<file path="config.mk">
export PLATFORM = sky130hd
export DESIGN_NAME = aabb_relation_classifier_top
export DESIGN_NICKNAME = d
export VERILOG_FILES = /design/src/aabbrc_pkg.sv /design/src/aabbrc_axis.sv /design/src/aabb_relation_classifier_top.sv
export SDC_FILE = /design/constraint.sdc
export NUM_CORES = 2
export LEC_CHECK = 0
export ABC_AREA = 0
export BUFFER_PORTS_ARGS = -buffer_cell sky130_fd_sc_hd__buf_2
export CAP_MARGIN = 20
export CORE_AREA = 2 2 478 385
export DETAILED_ROUTE_END_ITERATION = 16
export DIE_AREA = 0 0 480 387
export GPL_TIMING_DRIVEN = 0
export PLACE_DENSITY = 0.58
export SETUP_SLACK_MARGIN = 0.1
export SLEW_MARGIN = 20
export SYNTH_ARGS = -nofsm -noshare
export SYNTH_HDL_FRONTEND = slang
export SYNTH_HIERARCHICAL = 1
export SYNTH_SLANG_ARGS = --single-unit
export TNS_END_PERCENT = 100
</file>
<file path="constraint.sdc">
create_clock -name clk -period 20.4 [get_ports clk]
set_input_delay 1.02 -clock clk [delete_from_list [all_inputs] [get_ports clk]]
set_output_delay 1.02 -clock clk [all_outputs]
set_load 0.05 [all_outputs]
</file>
<file path="src/aabbrc_pkg.sv">
package aabbrc_pkg;

  // Fraction bits of the coordinate format. Port widths stay at 32 bits.
  localparam int COORD_FRAC_BITS = 16;
  localparam int COORD_W = 32;
  localparam int TOL_W = 16;
  localparam int MODE_W = 2;

  // Default tolerance is 0.001 rounded to the nearest step of the format.
  localparam logic [TOL_W-1:0] TOL_RESET =
      TOL_W'((((64'd1 << COORD_FRAC_BITS) + 64'd500) / 64'd1000));

  // Configuration register indexes.
  localparam logic CFG_IDX_MODE = 1'b0;
  localparam logic CFG_IDX_TOL = 1'b1;

  typedef enum logic [MODE_W-1:0] {
    MODE_FULL       = 2'd0,
    MODE_VERTICAL   = 2'd1,
    MODE_HORIZONTAL = 2'd2,
    MODE_SPARE      = 2'd3
  } test_mode_t;

  typedef enum logic [1:0] {
    REL_NONE      = 2'd0,
    REL_OVERLAP   = 2'd1,
    REL_FIRST_IN  = 2'd2,
    REL_SECOND_IN = 2'd3
  } relation_t;

  // Per-axis comparison results.
  typedef struct packed {
    logic sep_tol;  // d >= s1 + s2 - tolerance
    logic sep;      // d >= s1 + s2
    logic in1;      // d + s1 <= s2
    logic in2;      // d + s2 <= s1
  } axis_flags_t;

  // Load enables of the four per-axis stages.
  typedef struct packed {
    logic s1;
    logic s2;
    logic s3;
    logic s4;
  } axis_ld_t;

endpackage

</file>
<file path="src/aabbrc_axis.sv">
module aabbrc_axis
  import aabbrc_pkg::*;
(
  input  logic                        clk,
  input  axis_ld_t                    ld,
  input  logic [TOL_W-1:0]            tolerance,
  input  logic signed [COORD_W-1:0]   c1,
  input  logic signed [COORD_W-1:0]   h1,
  input  logic signed [COORD_W-1:0]   c2,
  input  logic signed [COORD_W-1:0]   h2,
  output axis_flags_t                 flags
);

  // Stage 1: center difference and half-extent magnitudes.
  logic signed [COORD_W:0] diff_r;
  logic [COORD_W-1:0] s1_a_r, s2_a_r;
  // Stage 2: distance and extent sum.
  logic [COORD_W:0] d_b_r, sum_b_r;
  logic [COORD_W-1:0] s1_b_r, s2_b_r;
  // Stage 3: the three sums that meet the comparators.
  logic [COORD_W+1:0] dt_c_r, a1_c_r, a2_c_r;
  logic [COORD_W:0] d_c_r, sum_c_r;
  logic [COORD_W-1:0] s1_c_r, s2_c_r;
  // Stage 4: flags.
  axis_flags_t flags_r;

  always_ff @(posedge clk) begin
    if (ld.s1) begin
      diff_r <= (COORD_W+1)'(c2) - (COORD_W+1)'(c1);
      s1_a_r <= h1[COORD_W-1] ? COORD_W'(-h1) : COORD_W'(h1);
      s2_a_r <= h2[COORD_W-1] ? COORD_W'(-h2) : COORD_W'(h2);
    end
  end

  always_ff @(posedge clk) begin
    if (ld.s2) begin
      d_b_r   <= diff_r[COORD_W] ? (COORD_W+1)'(-diff_r) : (COORD_W+1)'(diff_r);
      sum_b_r <= {1'b0, s1_a_r} + {1'b0, s2_a_r};
      s1_b_r  <= s1_a_r;
      s2_b_r  <= s2_a_r;
    end
  end

  always_ff @(posedge clk) begin
    if (ld.s3) begin
      dt_c_r  <= {1'b0, d_b_r} + (COORD_W+2)'(tolerance);
      a1_c_r  <= {1'b0, d_b_r} + (COORD_W+2)'(s1_b_r);
      a2_c_r  <= {1'b0, d_b_r} + (COORD_W+2)'(s2_b_r);
      d_c_r   <= d_b_r;
      sum_c_r <= sum_b_r;
      s1_c_r  <= s1_b_r;
      s2_c_r  <= s2_b_r;
    end
  end

  always_ff @(posedge clk) begin
    if (ld.s4) begin
      flags_r.sep_tol <= dt_c_r >= {1'b0, sum_c_r};
      flags_r.sep     <= d_c_r >= sum_c_r;
      flags_r.in1     <= a1_c_r <= (COORD_W+2)'(s2_c_r);
      flags_r.in2     <= a2_c_r <= (COORD_W+2)'(s1_c_r);
    end
  end

  assign flags = flags_r;

endmodule

</file>
<file path="src/aabb_relation_classifier_top.sv">
// Axis-aligned box relation classifier.
//
// Each input beat carries two boxes, each a center and half-extents on x, y
// and z in signed fixed point. Each output beat carries one relation code:
// no overlap, overlap, first inside second, or second inside first.
// Both channels use valid/ready; a beat moves when both are high.
//
// The cfg port writes test_mode (index 0) and tolerance (index 1).
// It should only be written while no beat is in flight.
//
// The datapath is a five-stage pipeline: center difference and magnitudes,
// absolute distance and extent sum, the tolerance and containment sums, the
// comparators, and the mode-dependent decision. One beat per cycle is
// sustained while the receiver is ready.
//
// Each stage has its own valid bit and loads whenever it is empty or the
// stage after it moves, so bubbles are squeezed out while the receiver
// stalls. in_ready drops only once every stage holds a beat. Reset clears
// all valid bits and loads the default mode and tolerance.
module aabb_relation_classifier_top
  import aabbrc_pkg::*;
(
  input  logic                       clk,
  input  logic                       rst_n,
  input  logic                       in_valid,
  output logic                       in_ready,
  input  logic signed [COORD_W-1:0]  in_first_center_x,
  input  logic signed [COORD_W-1:0]  in_first_center_y,
  input  logic signed [COORD_W-1:0]  in_first_center_z,
  input  logic signed [COORD_W-1:0]  in_first_half_x,
  input  logic signed [COORD_W-1:0]  in_first_half_y,
  input  logic signed [COORD_W-1:0]  in_first_half_z,
  input  logic signed [COORD_W-1:0]  in_second_center_x,
  input  logic signed [COORD_W-1:0]  in_second_center_y,
  input  logic signed [COORD_W-1:0]  in_second_center_z,
  input  logic signed [COORD_W-1:0]  in_second_half_x,
  input  logic signed [COORD_W-1:0]  in_second_half_y,
  input  logic signed [COORD_W-1:0]  in_second_half_z,
  output logic                       out_valid,
  input  logic                       out_ready,
  output logic [1:0]                 out_relation,
  input  logic                       cfg_we,
  input  logic                       cfg_index,
  input  logic [TOL_W-1:0]           cfg_wdata
);

  localparam int NSTAGE = 5;

  test_mode_t mode_r;
  logic [TOL_W-1:0] tol_r;

  // vld_r[k] is the valid bit of stage k+1; rdy[k] says stage k+1 may load.
  logic [NSTAGE-1:0] vld_r, vld_nxt;
  logic [NSTAGE:0] rdy;
  logic [NSTAGE-1:0] ld;

  axis_ld_t axis_ld;
  axis_flags_t fx, fy, fz;
  relation_t rel_r, rel_nxt;

  // Configuration registers.
  always_ff @(posedge clk) begin
    if (!rst_n) begin
      mode_r <= MODE_FULL;
      tol_r  <= TOL_RESET;
    end else if (cfg_we) begin
      unique case (cfg_index)
        CFG_IDX_MODE: mode_r <= test_mode_t'(cfg_wdata[MODE_W-1:0]);
        CFG_IDX_TOL:  tol_r  <= cfg_wdata;
        default:      ;
      endcase
    end
  end

  // Ready runs backward: a stage loads when it is empty or drains.
  always_comb begin
    rdy[NSTAGE] = out_ready;
    for (int k = NSTAGE - 1; k >= 0; k--) begin
      rdy[k] = !vld_r[k] || rdy[k+1];
    end
    ld = rdy[NSTAGE-1:0];
    vld_nxt[0] = in_valid;
    for (int k = 1; k < NSTAGE; k++) begin
      vld_nxt[k] = vld_r[k-1];
    end
  end

  always_ff @(posedge clk) begin
    if (!rst_n) begin
      vld_r <= '0;
    end else begin
      for (int k = 0; k < NSTAGE; k++) begin
        if (ld[k]) begin
          vld_r[k] <= vld_nxt[k];
        end
      end
    end
  end

  assign in_ready = rdy[0];

  assign axis_ld.s1 = ld[0];
  assign axis_ld.s2 = ld[1];
  assign axis_ld.s3 = ld[2];
  assign axis_ld.s4 = ld[3];

  aabbrc_axis u_axis_x (
    .clk       (clk),
    .ld        (axis_ld),
    .tolerance (tol_r),
    .c1        (in_first_center_x),
    .h1        (in_first_half_x),
    .c2        (in_second_center_x),
    .h2        (in_second_half_x),
    .flags     (fx)
  );

  aabbrc_axis u_axis_y (
    .clk       (clk),
    .ld        (axis_ld),
    .tolerance (tol_r),
    .c1        (in_first_center_y),
    .h1        (in_first_half_y),
    .c2        (in_second_center_y),
    .h2        (in_second_half_y),
    .flags     (fy)
  );

  aabbrc_axis u_axis_z (
    .clk       (clk),
    .ld        (axis_ld),
    .tolerance (tol_r),
    .c1        (in_first_center_z),
    .h1        (in_first_half_z),
    .c2        (in_second_center_z),
    .h2        (in_second_half_z),
    .flags     (fz)
  );

  // Final stage: pick the relation for the selected test. The full test
  // only ever separates or overlaps; the vertical test checks z alone with
  // the tolerance; the horizontal test checks x and y without it. Equal
  // boxes resolve to first inside second since that check comes first.
  always_comb begin
    unique case (mode_r)
      MODE_VERTICAL: begin
        priority if (fz.sep_tol) rel_nxt = REL_NONE;
        else if (fz.in1)         rel_nxt = REL_FIRST_IN;
        else if (fz.in2)         rel_nxt = REL_SECOND_IN;
        else                     rel_nxt = REL_OVERLAP;
      end
      MODE_HORIZONTAL: begin
        priority if (fx.sep || fy.sep) rel_nxt = REL_NONE;
        else if (fx.in1 && fy.in1)     rel_nxt = REL_FIRST_IN;
        else if (fx.in2 && fy.in2)     rel_nxt = REL_SECOND_IN;
        else                           rel_nxt = REL_OVERLAP;
      end
      MODE_FULL, MODE_SPARE: begin
        rel_nxt = (fx.sep_tol || fy.sep_tol || fz.sep_tol) ? REL_NONE : REL_OVERLAP;
      end
      default: rel_nxt = REL_OVERLAP;
    endcase
  end

  always_ff @(posedge clk) begin
    if (ld[NSTAGE-1]) begin
      rel_r <= rel_nxt;
    end
  end

  assign out_valid    = vld_r[NSTAGE-1];
  assign out_relation = rel_r;

endmodule

</file>
; Word level (Yosys, flattened, before mapping)
; Index checks and enable logic that the tools add are counted.
[word_totals]
out_inout_bits = 4
ff_bits = 1380
[classes]
n_eq_ne = 3
n_reduce_logical = 19
addsub = 24
bitwise_logic = 1
mux = 17
magnitude_cmp = 11
[ops]
columns = op, count
row1 = 33-bit by 32-bit adder with 34-bit output, 6
row2 = 34-bit by 32-bit <= comparator with 1-bit output, 6
row3 = 32-bit negator, 6
row4 = 31-bit two-way mux, 6
row5 = 33-bit by 16-bit adder with 34-bit output, 3
row6 = 34-bit by 33-bit greater-or-equal comparator with 1-bit output, 3
row7 = 32-bit by 32-bit adder with 33-bit output, 3
row8 = 33-bit negator, 3
row9 = 32-bit by 32-bit subtractor with 33-bit output, 3
row10 = 32-bit two-way mux, 3
row11 = 33-bit greater-or-equal comparator, 2
row12 = 2-bit two-way mux, 6
row13 = 1-bit logical OR, 8
row14 = 2-bit case mux with 3 select lines, 1
row15 = 1-bit logical NOT, 5
row16 = 2-bit == test (second input constant), 2
row17 = 2-bit AND reduction, 2
row18 = 2-bit by 1-bit == test with 1-bit output (second input constant), 1
row19 = 1-bit logical AND, 2
row20 = 2-bit logical NOT, 1
row21 = 2-bit OR reduction, 1
row22 = 1-bit two-way mux, 1
row23 = 1-bit inverter, 1

; Depth between registers and ports, before layout
[logic_depth]
depth_word = 6
ltp_mapped = 12
depth_no_buf = 12

; Modules after synthesis
; The synthesis kept the hierarchy.
[modules_own_cells]
columns = mod, area_per_inst_um2, seq_area_each_um2, cells_each, instances
row1 = aabbrc_axis (u_axis_z), 26848.2, 13903.3, 2313, 1
row2 = aabbrc_axis (u_axis_x), 26570.5, 13903.3, 2236, 1
row3 = aabbrc_axis (u_axis_y), 26460.4, 13903.3, 2217, 1
row4 = aabb_relation_classifier_top, 1077.3, 520.5, 117, 1

; Worst setup path after synthesis
; No wires, ideal clock.
[synth_timing]
kind = in2reg
start = input out_ready
end = register u_axis_x.a1_c_r[0] (enable)
stages = 2
setup_slack_ns = 4.658
required_ns = 19.359
arrival_time_ns = 14.701
path_cell_list = and4b_2 -> inv_1
[synth_rtl]
columns = item, line_no
row1 = "start, declared", aabb_relation_classifier_top.sv:40  ; input logic out_ready,
row2 = "end signal, assigned", aabbrc_axis.sv:47  ; a1_c_r <= {1'b0, d_b_r} + (COORD_W+2)'(s1_b_r);
row3 = "end, declared", aabbrc_axis.sv:21  ; logic [COORD_W+1:0] dt_c_r, a1_c_r, a2_c_r;

; Final worst setup path
[layout_timing]
start = register u_axis_y.s1_a_r[0]
end = register u_axis_y.sum_b_r[32] (data pin)
[layout_via]
elab_chain_len = 1
[layout_rtl]
columns = item, line_no
row1 = "start, declared", aabbrc_axis.sv:16  ; logic [COORD_W-1:0] s1_a_r, s2_a_r;
row2 = "start signal, assigned", aabbrc_axis.sv:30  ; s1_a_r <= h1[COORD_W-1] ? COORD_W'(-h1) : COORD_W'(h1);
row3 = 32-bit by 32-bit adder with 33-bit output, aabbrc_axis.sv:38  ; sum_b_r <= {1'b0, s1_a_r} + {1'b0, s2_a_r};
row4 = "end signal, assigned", aabbrc_axis.sv:38
row5 = "end, declared", aabbrc_axis.sv:18  ; logic [COORD_W:0] d_b_r, sum_b_r;
; No other way between the ends.
; A chain may end at the register's enable or synchronous reset.

==> out/results.md <==
• **run status** completed
• **part of the total power dissipated in sequential elements** 41.8%
• **power density normalized to cell area** 124 mW/mm2
• **worst clock skew on the final layout** 0.0252 ns
• **highest clock frequency the design can meet** 0.214 GHz
• **hold-fix buffer count after cts** 0
• **transition time at the pin with the least slew margin** 1.31 ns
• **die boundary height** 387 um
• **crit path cell chain** ha_1, fa_1, a21oi_1, o21ai_0, a21oi_1, o21ai_0, o21ai_0, o31ai_1, a221oi_1, o21ai_0, a31o_2
• **ratio of cells with drive above 1 in the final layout** 10.1%
• **min setup slack post-route** 15.72 ns
• **TritonCTS clock tree** yes
• **Total Negative Setup Slacks** 0 ns
• **cell at the root of the clock tree** sky130_fd_sc_hd__clkbuf_16
• **most frequent cell on the critical path** sky130_fd_sc_hd__o21ai_0
• **CTS clk-pin slew, worst paths** 0.06 ns
• **Comb power frac** 33.6%
• **number of antenna violations at the first check in global routing** 30
• **switch share** 34.4%
• **mean post-synth cell area** 11.7 um2
• **max-cap violation count** 0
• **grt total ovfl** 0
• **Placed Cells incl. Taps** 9621
• **Num CTS Buffers** 148
• **Worst-Skew Late Latency** 0.78 ns
• **mean routed wirelength per cell** 21.9 um
• **type of origin of the critical path** register
• **final routed DRC violation total** 0
• **non-filler cells, final** 9900
• **RePlAce Congestion** 0.946
• **total power of the final layout** 11100 uW
• **number of buffers on the longest clock path** 3
• **required time at the worst-slack endpoint** 20.93 ns
• **switching pwr** 3830 uW
• **standard cell core area** 0.181 mm2
• **highest net fanout along the worst path** 4
• **slew margin rel.** 11.7%
• **gate count after technology mapping** 6773
• **commonest cells after routing, fill and taps aside** 1357 x sky130_fd_sc_hd__edfxtp_1, 800 x sky130_fd_sc_hd__ha_1, 545 x sky130_fd_sc_hd__inv_1
• **ratio of routed vias to standard cells** 5.57
• **RSZ-0062 raised after global routing** no
• **pin count of the biggest net entering global routing** 113
• **max incr delay on CP** 0.94 ns
• **leading cell type in the layout, fill and taps excluded** sky130_fd_sc_hd__edfxtp_1
• **Post-Route Utilization** 49.6%
• **arrival time of data at the critical path endpoint** 5.21 ns
• **clock sink count** 1380
• **Critical Path Sink Type** register
• **# IOs** 410
• **DR iter-0 viols** 5180
• **netlist area before placement** 0.0792 mm2
• **Internal Pwr Total** 7300 uW
• **number of nets at the end of the flow** 8581
• **number of endpoints failing setup at the final stage** 0
• **combined global-route utilization of all metal layers** 22.9%
• **power share of the clock group** 24.6%
• **Lkg Pwr** 0.0382 uW
• **post-CTS resize count** 0
• **Total Wirelength** 217 mm
• **VDD IR-drop max** 59.2 uV
• **final hold violation count** 0
• **DRT antenna net count** 0
• **number of global-route vias before repair** 52900
• **hpwl dp** 172 mm
• **H-tree levels** 4
• **count of input and output buffers** 409
• **CP max stage cell** sky130_fd_sc_hd__o21ai_0
• **routed vias** 55200
• **starting density of the core** 43.8%
• **die width** 480 um
• **post-placement setup slack** 15.55 ns
• **global-route wire length before repair** 322 mm
• **class of the most critical hold timing path** register to register
• **row count** 140
• **drt pass-1 iters** 6
• **Warnings, synthesis** 6
• **count of pins over their slew limit** 0
• **Post-Synthesis Net Count** 7994
• **synthesis-to-finish area growth** 13.4%
• **Die Footprint** 0.186 mm2
• **post-CTS repair timing setup buffer count** 0
• **shortest period the worst path allows** 4.68 ns
• **share of the clock period used by the worst path** 22.9%
• **WS Path Type** register to register
==> worst paths after layout <==
check                                 start                        endpoint  slack (ns)  cells past startpoint
max            u_axis_y/s1_a_r[0]$_DFFE_PP_  u_axis_y/sum_b_r[32]$_DFFE_PP_       15.72                     11
min          u_axis_x/sum_b_r[24]$_DFFE_PP_  u_axis_x/sum_c_r[24]$_DFFE_PP_        0.41                      0
max reg2reg    u_axis_y/s1_a_r[0]$_DFFE_PP_  u_axis_y/sum_b_r[32]$_DFFE_PP_       15.72                     11
min reg2reg  u_axis_x/sum_b_r[24]$_DFFE_PP_  u_axis_x/sum_c_r[24]$_DFFE_PP_        0.41                      0
==> critical path, delay by kind of cell, from the launching register on <==
kind,cells,cell delay (ns)
compound gates,9,3.37
fa+ha+maj,2,0.67
flops,1,0.39
==> cell type report <==
| type | count | area (um2) |
|---|---|---|
| timing repair buffer | 437 | 2640 |
| buffer | 118 | 468 |
| tap | 2414 | 3020 |
| fill | 16100 | 91300 |
| antenna | 5 | 12.5 |
| sequential | 1380 | 41200 |
| multi-input combinational | 4729 | 35600 |
| clock buffer | 174 | 3910 |
| inverter | 546 | 2060 |
| clock inverter | 97 | 991 |
==> per-layer routing <==
metal,GRT usage [%],part of all wire (%),vias up
li1,-,-,26600
met1,34.0,48,26600
met2,33.7,42,1636
met3,4.99,7.3,300
met4,5.90,2.4,34
met5,0,0.10,-
==> stage by stage <==
step | hold slack (ns) | area (um2)
CTS | 0.369 | 89800
global route | 0.384 | 89900
global placement | 0.402 | 84300
finish | 0.409 | 89900
floorplan | 0.400 | 79200
detailed placement | 0.405 | 84900
==> power groups by stage <==
| stage | clock, uW | combinational (uW) | sequential, uW |
|---|---|---|---|
| after CTS | 2810 | 3690 | 4650 |
| after detailed placement | 0 | 3660 | 4700 |
| after global placement | 0 | 3590 | 4680 |
| after global routing | 2910 | 4200 | 4720 |
| after floorplan | 0 | 2710 | 4420 |
| final | 2740 | 3740 | 4650 |
==> registers in the layout (all words and copies together), names as in the netlist, 34 cells and up <==
register         flops
u_axis_x/a1_c_r     34
u_axis_z/a1_c_r     34
u_axis_z/a2_c_r     34
u_axis_x/a2_c_r     34
u_axis_z/dt_c_r     34
u_axis_x/dt_c_r     34
u_axis_y/a1_c_r     34
u_axis_y/dt_c_r     34
u_axis_y/a2_c_r     34
Power figures use the tool's default switching activity.
